--- src/rtl/core/u8d_pkg.sv ---
`default_nettype none
package u8d_pkg;

  // Width of a decoded code point
  localparam int CP_WIDTH = 31;

  // Default depth of the result queue (at least two)
  localparam int QUEUE_DEPTH = 4;

  // Value given for a malformed sequence: '?'
  localparam logic [CP_WIDTH-1:0] REPLACEMENT_CHAR = 31'd63;

  // One queued result
  typedef struct packed {
    logic [CP_WIDTH-1:0] code_point;
    logic                replaced;
    logic                last_of_run;
  } result_t;

endpackage
`default_nettype wire

--- src/rtl/core/utf8_stream_decoder.sv ---
`default_nettype none
// UTF-8 stream decoder, lead bytes up to FC-FF (values up to 31 bits).
// Input channel: byte_valid / byte_ready carry text_byte and end_of_text,
// one byte of text per transaction. Output channel: result_valid /
// result_ready carry code_point, replaced and last_of_run, one decoded
// value per transaction. A byte gives zero, one or two results.
// Decoding of an accepted byte finishes in the cycle it is accepted; its
// results are written into a small result queue (DEPTH entries) at that
// clock edge and are offered from the queue in order, oldest first.
// Throughput is one byte per cycle while each byte gives at most one
// result and the receiver keeps up; a byte that gives two results holds
// the output for both, since the output channel moves one result per cycle.
// byte_ready is high while the queue has room for two results, so a
// stalled receiver lets the queue fill and then holds off the sender; no
// result is lost or repeated. Synchronous reset clears the decode state
// (pending count, partial value, skip mode) and empties the queue; the
// block accepts bytes in the first cycle after reset.
module utf8_stream_decoder #(
  parameter int DEPTH = u8d_pkg::QUEUE_DEPTH
) (
  input  wire logic                          clk,
  input  wire logic                          rst,
  input  wire logic                          byte_valid,
  output logic                               byte_ready,
  input  wire logic [7:0]                    text_byte,
  input  wire logic                          end_of_text,
  output logic                               result_valid,
  input  wire logic                          result_ready,
  output logic [u8d_pkg::CP_WIDTH-1:0]       code_point,
  output logic                               replaced,
  output logic                               last_of_run
);

  localparam int PTR_W = (DEPTH > 1) ? $clog2(DEPTH) : 1;
  localparam int CNT_W = $clog2(DEPTH + 1);

  // Decode state
  logic [2:0]                        bytes_pending;
  logic [u8d_pkg::CP_WIDTH-1:0]      partial_value;
  logic                              skipping;
  logic [2:0]                        bytes_pending_next;
  logic [u8d_pkg::CP_WIDTH-1:0]      partial_value_next;
  logic                              skipping_next;

  // Result queue
  u8d_pkg::result_t                  queue [DEPTH];
  logic [PTR_W-1:0]                  wr_ptr;
  logic [PTR_W-1:0]                  rd_ptr;
  logic [CNT_W-1:0]                  count;
  logic [PTR_W-1:0]                  wr_ptr_next;
  logic [PTR_W-1:0]                  rd_ptr_next;
  logic [CNT_W-1:0]                  count_next;

  // Results of the current byte
  u8d_pkg::result_t                  slot0;
  u8d_pkg::result_t                  slot1;
  logic [1:0]                        push_n;

  logic                              accept;
  logic                              pop;
  logic                              is_cont;

  function automatic logic [PTR_W-1:0] ptr_inc(input logic [PTR_W-1:0] p);
    logic [PTR_W-1:0] r;
    if (p == PTR_W'(DEPTH - 1)) begin
      r = '0;
    end else begin
      r = p + PTR_W'(1);
    end
    return r;
  endfunction

  assign accept       = byte_valid && byte_ready;
  assign pop          = result_valid && result_ready;
  assign byte_ready   = (count <= CNT_W'(DEPTH - 2));
  assign result_valid = (count != '0);
  assign code_point   = queue[rd_ptr].code_point;
  assign replaced     = queue[rd_ptr].replaced;
  assign last_of_run  = queue[rd_ptr].last_of_run;
  assign is_cont      = (text_byte[7:6] == 2'b10);

  // Decode one byte: end of sequence or interruption, lead, open at end
  always_comb begin
    logic                         a_v;
    logic [u8d_pkg::CP_WIDTH-1:0] a_val;
    logic                         a_repl;
    logic                         b_v;
    logic [u8d_pkg::CP_WIDTH-1:0] b_val;
    logic                         b_repl;
    logic                         c_v;
    logic                         do_lead;
    logic [2:0]                   pend_dec;
    a_v    = 1'b0;
    a_val  = u8d_pkg::REPLACEMENT_CHAR;
    a_repl = 1'b1;
    b_v    = 1'b0;
    b_val  = u8d_pkg::REPLACEMENT_CHAR;
    b_repl = 1'b1;
    c_v    = 1'b0;
    do_lead = 1'b0;
    pend_dec = bytes_pending - 3'd1;
    bytes_pending_next = bytes_pending;
    partial_value_next = partial_value;
    skipping_next      = skipping;

    if (!(skipping && is_cont)) begin
      skipping_next = 1'b0;
      if (bytes_pending != 3'd0) begin
        if (is_cont) begin
          // Shift in six more bits, finish when the count runs out
          partial_value_next = {partial_value[u8d_pkg::CP_WIDTH-7:0], text_byte[5:0]};
          bytes_pending_next = pend_dec;
          if (pend_dec == 3'd0) begin
            a_v    = 1'b1;
            a_val  = partial_value_next;
            a_repl = 1'b0;
            partial_value_next = '0;
          end
        end else begin
          // Interrupted sequence: replace, then treat the byte as a lead
          a_v = 1'b1;
          bytes_pending_next = 3'd0;
          partial_value_next = '0;
          do_lead = 1'b1;
        end
      end else begin
        do_lead = 1'b1;
      end

      if (do_lead) begin
        if (!text_byte[7]) begin
          b_v    = 1'b1;
          b_val  = {{(u8d_pkg::CP_WIDTH-8){1'b0}}, text_byte};
          b_repl = 1'b0;
        end else if (is_cont) begin
          // Stray continuation: replace and skip the rest
          b_v = 1'b1;
          skipping_next = 1'b1;
        end else if (text_byte[7:5] == 3'b110) begin
          partial_value_next = {{(u8d_pkg::CP_WIDTH-5){1'b0}}, text_byte[4:0]};
          bytes_pending_next = 3'd1;
        end else if (text_byte[7:4] == 4'b1110) begin
          partial_value_next = {{(u8d_pkg::CP_WIDTH-4){1'b0}}, text_byte[3:0]};
          bytes_pending_next = 3'd2;
        end else if (text_byte[7:3] == 5'b11110) begin
          partial_value_next = {{(u8d_pkg::CP_WIDTH-3){1'b0}}, text_byte[2:0]};
          bytes_pending_next = 3'd3;
        end else if (text_byte[7:2] == 6'b111110) begin
          partial_value_next = {{(u8d_pkg::CP_WIDTH-2){1'b0}}, text_byte[1:0]};
          bytes_pending_next = 3'd4;
        end else begin
          partial_value_next = {{(u8d_pkg::CP_WIDTH-1){1'b0}}, text_byte[0]};
          bytes_pending_next = 3'd5;
        end
      end

      // Sequence left open at end of text
      c_v = end_of_text && (bytes_pending_next != 3'd0);
    end

    // End of text returns the decode state to its reset values
    if (end_of_text) begin
      bytes_pending_next = 3'd0;
      partial_value_next = '0;
      skipping_next      = 1'b0;
    end

    // Pack the results in order; at most two are ever raised
    push_n = {1'b0, a_v} + {1'b0, b_v} + {1'b0, c_v};
    if (a_v) begin
      slot0 = '{code_point: a_val, replaced: a_repl, last_of_run: 1'b0};
    end else if (b_v) begin
      slot0 = '{code_point: b_val, replaced: b_repl, last_of_run: 1'b0};
    end else begin
      slot0 = '{code_point: u8d_pkg::REPLACEMENT_CHAR, replaced: 1'b1, last_of_run: 1'b0};
    end
    if (a_v && b_v) begin
      slot1 = '{code_point: b_val, replaced: b_repl, last_of_run: 1'b1};
    end else begin
      slot1 = '{code_point: u8d_pkg::REPLACEMENT_CHAR, replaced: 1'b1, last_of_run: 1'b1};
    end
    slot0.last_of_run = (push_n == 2'd1);
  end

  // Advance queue pointers and count
  always_comb begin
    wr_ptr_next = wr_ptr;
    if (accept && (push_n == 2'd1)) begin
      wr_ptr_next = ptr_inc(wr_ptr);
    end else if (accept && (push_n == 2'd2)) begin
      wr_ptr_next = ptr_inc(ptr_inc(wr_ptr));
    end
    rd_ptr_next = pop ? ptr_inc(rd_ptr) : rd_ptr;
    count_next  = count + (accept ? CNT_W'(push_n) : CNT_W'(0)) - CNT_W'(pop);
  end

  // Hold decode state and queue control
  always_ff @(posedge clk) begin
    if (rst) begin
      bytes_pending <= 3'd0;
      partial_value <= '0;
      skipping      <= 1'b0;
      wr_ptr        <= '0;
      rd_ptr        <= '0;
      count         <= '0;
    end else begin
      if (accept) begin
        bytes_pending <= bytes_pending_next;
        partial_value <= partial_value_next;
        skipping      <= skipping_next;
      end
      wr_ptr <= wr_ptr_next;
      rd_ptr <= rd_ptr_next;
      count  <= count_next;
    end
  end

  // Write the results of an accepted byte into the queue
  always_ff @(posedge clk) begin
    if (accept && (push_n != 2'd0)) begin
      queue[wr_ptr] <= slot0;
    end
    if (accept && (push_n == 2'd2)) begin
      queue[ptr_inc(wr_ptr)] <= slot1;
    end
  end

  // The queue never holds more than its depth
  assert property (@(posedge clk) disable iff (rst) count <= CNT_W'(DEPTH))
    else $error("result queue overflow");

  // A byte marked end of text leaves the decoder idle
  assert property (@(posedge clk) disable iff (rst)
    accept && end_of_text |=> (bytes_pending == 3'd0) && !skipping)
    else $error("decode state not cleared at end of text");

  // Skip mode only runs with no sequence open
  assert property (@(posedge clk) disable iff (rst) skipping |-> (bytes_pending == 3'd0))
    else $error("skip mode with a sequence open");

endmodule
`default_nettype wire

--- config.mk ---
export PLATFORM = sky130hd
export DESIGN_NAME = utf8_stream_decoder
export DESIGN_NICKNAME = d
export VERILOG_FILES = /design/src/rtl/core/u8d_pkg.sv /design/src/rtl/core/utf8_stream_decoder.sv
export SDC_FILE = /design/constraint.sdc
export NUM_CORES = 1
export LEC_CHECK = 0
export BUFFER_PORTS_ARGS = -buffer_cell sky130_fd_sc_hd__buf_2
export CAP_MARGIN = 0
export CELL_PAD_IN_SITES_DETAIL_PLACEMENT = 1
export CELL_PAD_IN_SITES_GLOBAL_PLACEMENT = 1
export CORE_MARGIN = 5
export CORE_UTILIZATION = 40
export DETAILED_ROUTE_END_ITERATION = 16
export PLACE_DENSITY_LB_ADDON = 0.1
export SKIP_LAST_GASP = 1
export SYNTH_ARGS = -nofsm -noshare
export SYNTH_HDL_FRONTEND = slang
export SYNTH_SLANG_ARGS = --single-unit
--- constraint.sdc ---
create_clock -name clk -period 5.1 [get_ports clk]
set_clock_uncertainty 0.05 [all_clocks]
set_input_delay 0 -clock clk [delete_from_list [all_inputs] [get_ports clk]]
set_output_delay 0 -clock clk [all_outputs]
set_load 0.005 [all_outputs]
## After elaboration in Yosys (flattened, before gate mapping)

Memory sizes are Yosys's and may differ from the RTL's. A register that Yosys moved wholly into a read port is not among the register bits.
Cells that the tools add are included.

- $lt $le $gt $ge: 1
- Equal/unequal tests: 11
- Muxes and demuxes: 71
- Reduce and logical (&&, ||, !) cells: 15
- $add $sub $neg: 8

Operators with widths:

| kind | count |
|---|---|
| $mux W31 | 12 |
| $mux W33 | 3 |
| $mux W3 | 12 |
| $mux W1 | 28 |
| $mux W2 | 11 |
| $mux W7 | 3 |
| $eq A2 B2 Y1 const B | 5 |
| $reduce_bool A3 Y1 | 3 |
| $logic_and A1 B1 Y1 | 8 |
| $add A2 B1 Y2 const B | 3 |
| $eq A6 B6 Y1 const B | 1 |
| $eq A5 B5 Y1 const B | 1 |
| $mux W5 | 1 |
| $eq A4 B4 Y1 const B | 1 |
| $mux W4 | 1 |
| $reduce_bool A2 Y1 | 2 |
| $add A3 B2 Y3 | 1 |
| $eq A3 B3 Y1 const B | 1 |
| $le A3 B2 Y1 const B | 1 |
| $logic_not A3 Y1 | 1 |
| $sub A3 B1 Y3 | 1 |
| $sub A3 B1 Y3 const B | 1 |
| $add A1 B1 Y2 | 1 |
| $add A2 B1 Y2 | 1 |
| other kinds (3) | 3 |

- Bits of input ports: 13
- Memories: 1
- Output and inout port bits: 35
- Bits in registers: 42
- RAM bits: 132
- Logic and storage cells: 113

Memory list:

| memory | words | width | rd ports | clocked after Yosys merged registers in | write ports | RTL line | source |
|---|---|---|---|---|---|---|---|
| queue | 4 | 33 | 1 | 1 | 2 | utf8_stream_decoder.sv:46 | `u8d_pkg::result_t queue [DEPTH];` |

## Depth between registers and ports, before layout

- Word-level depth: 21
- Mapped depth: 19
- Mapped depth without buffers: 17

## Worst setup path before layout

OpenSTA, ideal clock, no wires.

- Path type: register to register
- From: register bytes_pending[0]
- To: register count[2]
- Buffers on the path: 2
- Library setup time: 0.128 ns
- Arrival: 3.831 ns
- Required time: 4.922 ns
- Stages on the path, launching flop included: 20
- Path slack: 1.092 ns
- Period minus slack after synthesis: 4.008 ns
- Cell sequence: dfxtp_1 inv_1 ha_1 nor2b_1 buf_6 nand3_1 o211ai_1 o311ai_0 fa_1 clkbuf_1 nor2_1 inv_1 ha_1 inv_1 ha_1 inv_1 fa_1 xnor2_1 xnor2_1 nor2_1

- Word-level cells in the longest chain between the ends: 14
- Elaborated cells on any way between the ends: 25
- Those cells by class: 5 x add/sub; 16 x mux; 4 x reduce/logical

RTL lines:

| element | RTL line | source |
|---|---|---|
| start: declaration | utf8_stream_decoder.sv:38 | `logic [2:0] bytes_pending;` |
| start signal: assignment | utf8_stream_decoder.sv:208 | `bytes_pending <= bytes_pending_next;` |
| $sub A3 B1 Y3 | utf8_stream_decoder.sv:101 | `pend_dec = bytes_pending - 3'd1;` |
| $mux W3 | utf8_stream_decoder.sv:109 | `if (is_cont) begin` |
| $mux W3 | utf8_stream_decoder.sv:108 | `if (bytes_pending != 3'd0) begin` |
| $mux W3 | utf8_stream_decoder.sv:135 | `end else if (is_cont) begin` |
| $mux W3 | utf8_stream_decoder.sv:131 | `if (!text_byte[7]) begin` |
| $mux W3 | utf8_stream_decoder.sv:130 | `if (do_lead) begin` |
| $mux W3 | utf8_stream_decoder.sv:106 | `if (!(skipping && is_cont)) begin` |
| $reduce_bool A3 Y1 | utf8_stream_decoder.sv:158 | `c_v = end_of_text && (bytes_pending_next != 3'd0);` |
| $logic_and A1 B1 Y1 | utf8_stream_decoder.sv:158 |  |
| $mux W1 | utf8_stream_decoder.sv:106 |  |
| $add A2 B1 Y2 (*) | utf8_stream_decoder.sv:169 | `push_n = {1'b0, a_v} + {1'b0, b_v} + {1'b0, c_v};` |
| $mux W2 (*) | utf8_stream_decoder.sv:194 | `count_next = count + (accept ? CNT_W'(push_n) : CNT_W'(0)) - CNT_W'(pop);` |
| $add A3 B2 Y3 (*) | utf8_stream_decoder.sv:194 |  |
| $sub A3 B1 Y3 (*) | utf8_stream_decoder.sv:194 |  |
| end signal: assignment | utf8_stream_decoder.sv:214 | `count <= count_next;` |
| end: declaration | utf8_stream_decoder.sv:49 | `logic [CNT_W-1:0] count;` |

Mark *: on every way between the ends. The rest lies on a longest branch, timed or not. The select of a mux whose other input is x is not followed.
A chain may end at the register's enable or synchronous reset.

## Final worst setup path

Same ends and word-level chain as after synthesis.

==> metrics.txt <==
worst hold path class primary input to flop; area of the die 21090 um^2; placed wire-length estimate 12.42 mm; post-placement cell area 7681 um^2; final WL 19.97 mm; wire length per cell 21.88 um; Clock Tree Root sky130_fd_sc_hd__clkbuf_16; first-pass GRT wire length 32.22 mm; time the final worst path needs with I/O delays and setup 4537 ps; endpoint class of the critical path flop; area of the mapped netlist 7316 um^2; most used flip-flop cell after synthesis sky130_fd_sc_hd__dfxtp_1; final global-route overflow total 0; TritonCTS clock tree yes; delay-heaviest family, CP adder cells; Worst path most repeated cell sky130_fd_sc_hd__inv_1; clock transition at the registers of the reported paths 70 ps; vertical extent of the die 145.2 um; total inserted antenna cells 0; overall track demand over capacity in global routing 19.08%; area grow syn2layout 15.44%; setup slack, reg-to-reg 560 ps; total setup violations reported at the end of the flow 0; max-slew violation count 0; clock buffer count from CTS 17; vias per cell 5.923; maximum number of buffers from clock root to sink 2; effective utilization at floorplan 40.73%; critical path start-end classification flop to flop; count of unresolved DRC violations after routing 0; final cell area excluding filler cells 8446 um^2; router iterations before antenna repair 6; non-filler instance count after layout 913; total chip power 0.003641 W; actual transition at the worst max-transition pin 1012 ps; number of flops mapped to enable cells by yosys 32; total number of vias 5408; clock latency on the worst-skew pair 430 ps; distinct cell type count of the synthesized netlist 54; leakage power figure 3.393 nW; standard cell core area 17960 um^2; outcome complete, no violations; post-synthesis cell count 633; hold slack 56.87 ps; CP Max Fanout 13; async set-or-reset flop fraction in the synthesized netlist 0%; number of port buffers 47; Mapped Nets 661; layout cell share with drive strength beyond 1 20.03%; Post-Place Cells 870; required time at the endpoint of the critical path 5360 ps; number of buffer and inverter stages on the critical path 4; Top Ports 48; maximum resistive drop on vdd 259.2 uV; die width 145.2 um; Cell Rows 49; FF+latch count, synth 170; crit path max-delay cell type sky130_fd_sc_hd__fa_1; period utilisation layout 88.96%; initial antenna violation count 0; antenna viol nets, final 0; critical-path cell list inv_1 > ha_1 > nor2b_1 > nand3_1 > o211ai_1 > o311ai_0 > fa_1 > nor2_1 > inv_1 > ha_1 > inv_1 > ha_1 > inv_1 > fa_1 > xnor2_1 > xnor2_1 > nor2_1; headroom to the max-slew limit 32.29%; Data arrival, critical path 4800 ps; kind of launch point of the worst setup path flop; H-tree level count 4; CTS sink cnt 170; pin count of the biggest net entering global routing 34; setup repair after global routing missed its margin false; Final Hold Fails 0; power density over cell area 431.2 nW/um^2; Nets 699; max-cap check violation count 0; Crit path largest cell delay 690 ps; sequential cell area fraction in the yosys report 50.90%; global placer's final weighted congestion 0.7877; Avg Cell Area, Syn 11.56 um^2; Fmax achieved 220.4 MHz; synth warn 0; total negative slack 0 ps; first-iteration detailed-routing DRC count 288; number of global-route vias before repair 5865; number of buffers added for setup after CTS 0
-- metal layers --
layer | routed length [um] | vias to the layer above | GRT usage, % | share of wire [%]
li1 | - | 2466 | - | -
met1 | 8520 | 2811 | 22.66 | 43
met2 | 10470 | 102 | 34.29 | 52
met3 | 629 | 29 | 4.116 | 3.1
met4 | 354 | 0 | 6.203 | 1.8
met5 | 0 | - | 0 | 0
-- placed cells by master (no fill, tap or decap), types with 3 or more instances in the layout --
cell / netlist / final
sky130_fd_sc_hd__nand2_1: 49 / 49
sky130_fd_sc_hd__inv_1: 17 / 17
sky130_fd_sc_hd__o21a_1: 3 / 3
sky130_fd_sc_hd__dlygate4sd3_1: 0 / 11
sky130_fd_sc_hd__a22oi_1: 7 / 7
sky130_fd_sc_hd__dfxtp_1: 138 / 137
sky130_fd_sc_hd__nor2b_1: 8 / 8
sky130_fd_sc_hd__buf_2: 5 / 47
sky130_fd_sc_hd__nor3_1: 6 / 6
sky130_fd_sc_hd__nand2b_1: 7 / 7
sky130_fd_sc_hd__o21ai_0: 16 / 16
sky130_fd_sc_hd__nor2_1: 17 / 17
sky130_fd_sc_hd__ha_1: 13 / 13
sky130_fd_sc_hd__nor3_4: 4 / 4
sky130_fd_sc_hd__a21o_1: 24 / 24
sky130_fd_sc_hd__o2bb2ai_1: 3 / 3
sky130_fd_sc_hd__clkbuf_16: 0 / 19
sky130_fd_sc_hd__nand3_1: 25 / 25
sky130_fd_sc_hd__a21oi_1: 36 / 36
sky130_fd_sc_hd__bufinv_16: 0 / 3
sky130_fd_sc_hd__edfxtp_1: 32 / 32
sky130_fd_sc_hd__mux4_2: 33 / 33
sky130_fd_sc_hd__a32o_1: 3 / 3
sky130_fd_sc_hd__inv_6: 0 / 4
sky130_fd_sc_hd__xnor2_1: 3 / 3
sky130_fd_sc_hd__or2_1: 4 / 4
sky130_fd_sc_hd__buf_4: 2 / 13
sky130_fd_sc_hd__a22o_1: 97 / 97
-- synthesized netlist by cell type (3+ instances only) --
master                      count  share of area (%)
sky130_fd_sc_hd__dfxtp_1      138                 38
sky130_fd_sc_hd__a22o_1        97                 12
sky130_fd_sc_hd__nand2_1       49                2.5
sky130_fd_sc_hd__a21oi_1       36                2.5
sky130_fd_sc_hd__clkbuf_1      35                1.8
sky130_fd_sc_hd__mux4_2        33                 10
sky130_fd_sc_hd__edfxtp_1      32                 13
sky130_fd_sc_hd__nand3_1       25                1.7
sky130_fd_sc_hd__a21o_1        24                2.5
sky130_fd_sc_hd__inv_1         17               0.87
sky130_fd_sc_hd__nor2_1        17               0.87
sky130_fd_sc_hd__o21ai_0       16                1.1
sky130_fd_sc_hd__ha_1          13                2.2
sky130_fd_sc_hd__nor2b_1        8               0.68
sky130_fd_sc_hd__a22oi_1        7               0.72
sky130_fd_sc_hd__buf_6          7                1.1
sky130_fd_sc_hd__nand2b_1       7               0.60
sky130_fd_sc_hd__nor3_1         6               0.41
sky130_fd_sc_hd__buf_2          5               0.34
sky130_fd_sc_hd__nor3_4         4               0.89
sky130_fd_sc_hd__or2_1          4               0.34
sky130_fd_sc_hd__a32o_1         3               0.41
sky130_fd_sc_hd__buf_1          3               0.15
sky130_fd_sc_hd__o21a_1         3               0.31
sky130_fd_sc_hd__o2bb2ai_1      3               0.36
sky130_fd_sc_hd__xnor2_1        3               0.36
-- per-stage QoR --
step	util, %	worst slack [ps]
floorplan	-	1092
global route	47.02	284.6
finish	47.02	563.0
global placement	42.76	829.2
CTS	47.02	545.1
detailed placement	42.76	580.6
-- where the power goes --
group	switching, W	internal (W)
clock network	0.000589	0.000844
registers	0.0000403	0.00145
logic	0.000448	0.000273
total	0.00108	0.00256
-- cells by family after synthesis --
| kind of cell | count (synthesis) | synth area share [%] |
|---|---|---|
| DFF | 170 | 50.90 |
| AOI/OAI and AO/OA | 208 | 21.77 |
| buffers and inverters | 69 | 4.447 |
| adders and majority gates | 15 | 2.771 |
| xor gates and xnor gates | 3 | 0.3592 |
| muxes | 33 | 10.16 |
| and+or+nand+nor | 135 | 9.595 |
-- area by class of cell --
| cell class | count | area (um^2) |
|---|---|---|
| Clock buffer | 19 | 475.5 |
| Clock inverter | 13 | 178.9 |
| Fill cell | 1912 | 9518 |
| Inverter | 17 | 63.81 |
| Multi-Input combinational cell | 394 | 3273 |
| Sequential cell | 170 | 3725 |
| Tap cell | 229 | 286.5 |
| Timing Repair Buffer | 71 | 442.9 |
-- timing repair --
item                      in CTS  in global routing
hold endpoints to repair      42                  0
resized for setup              0                  0
hold buffers                  11                  0
-- worst paths after layout --
path / start / endpoint / cells past startpoint
setup / recovery: bytes_pending[0] / count[2] / 17
hold / removal: byte_valid / bytes_pending[0] / 5
setup reg to reg: bytes_pending[0] / count[2] / 17
hold reg to reg: queue[3][12] / queue[3][12] / 1
-- state kept, by name, summed over array words and instances (netlist names), named ones only --
signal / count
rd_ptr: 2
count: 3
queue: 132
skipping: 1
partial_value: 25
wr_ptr: 2
bytes_pending: 3
-- worst reg2reg max path: stages, from the launching register on --
cell	delay (ps)
sky130_fd_sc_hd__dfxtp_1	350
sky130_fd_sc_hd__inv_1	110
sky130_fd_sc_hd__ha_1	270
sky130_fd_sc_hd__nor2b_1	550
sky130_fd_sc_hd__nand3_1	160
sky130_fd_sc_hd__o211ai_1	150
sky130_fd_sc_hd__o311ai_0	220
sky130_fd_sc_hd__fa_1	690
sky130_fd_sc_hd__nor2_1	410
sky130_fd_sc_hd__inv_1	90
sky130_fd_sc_hd__ha_1	280
sky130_fd_sc_hd__inv_1	60
sky130_fd_sc_hd__ha_1	130
sky130_fd_sc_hd__inv_1	50
sky130_fd_sc_hd__fa_1	440
sky130_fd_sc_hd__xnor2_1	210
sky130_fd_sc_hd__xnor2_1	140
sky130_fd_sc_hd__nor2_1	50
Note: power is estimated with default switching activity, not from simulation.
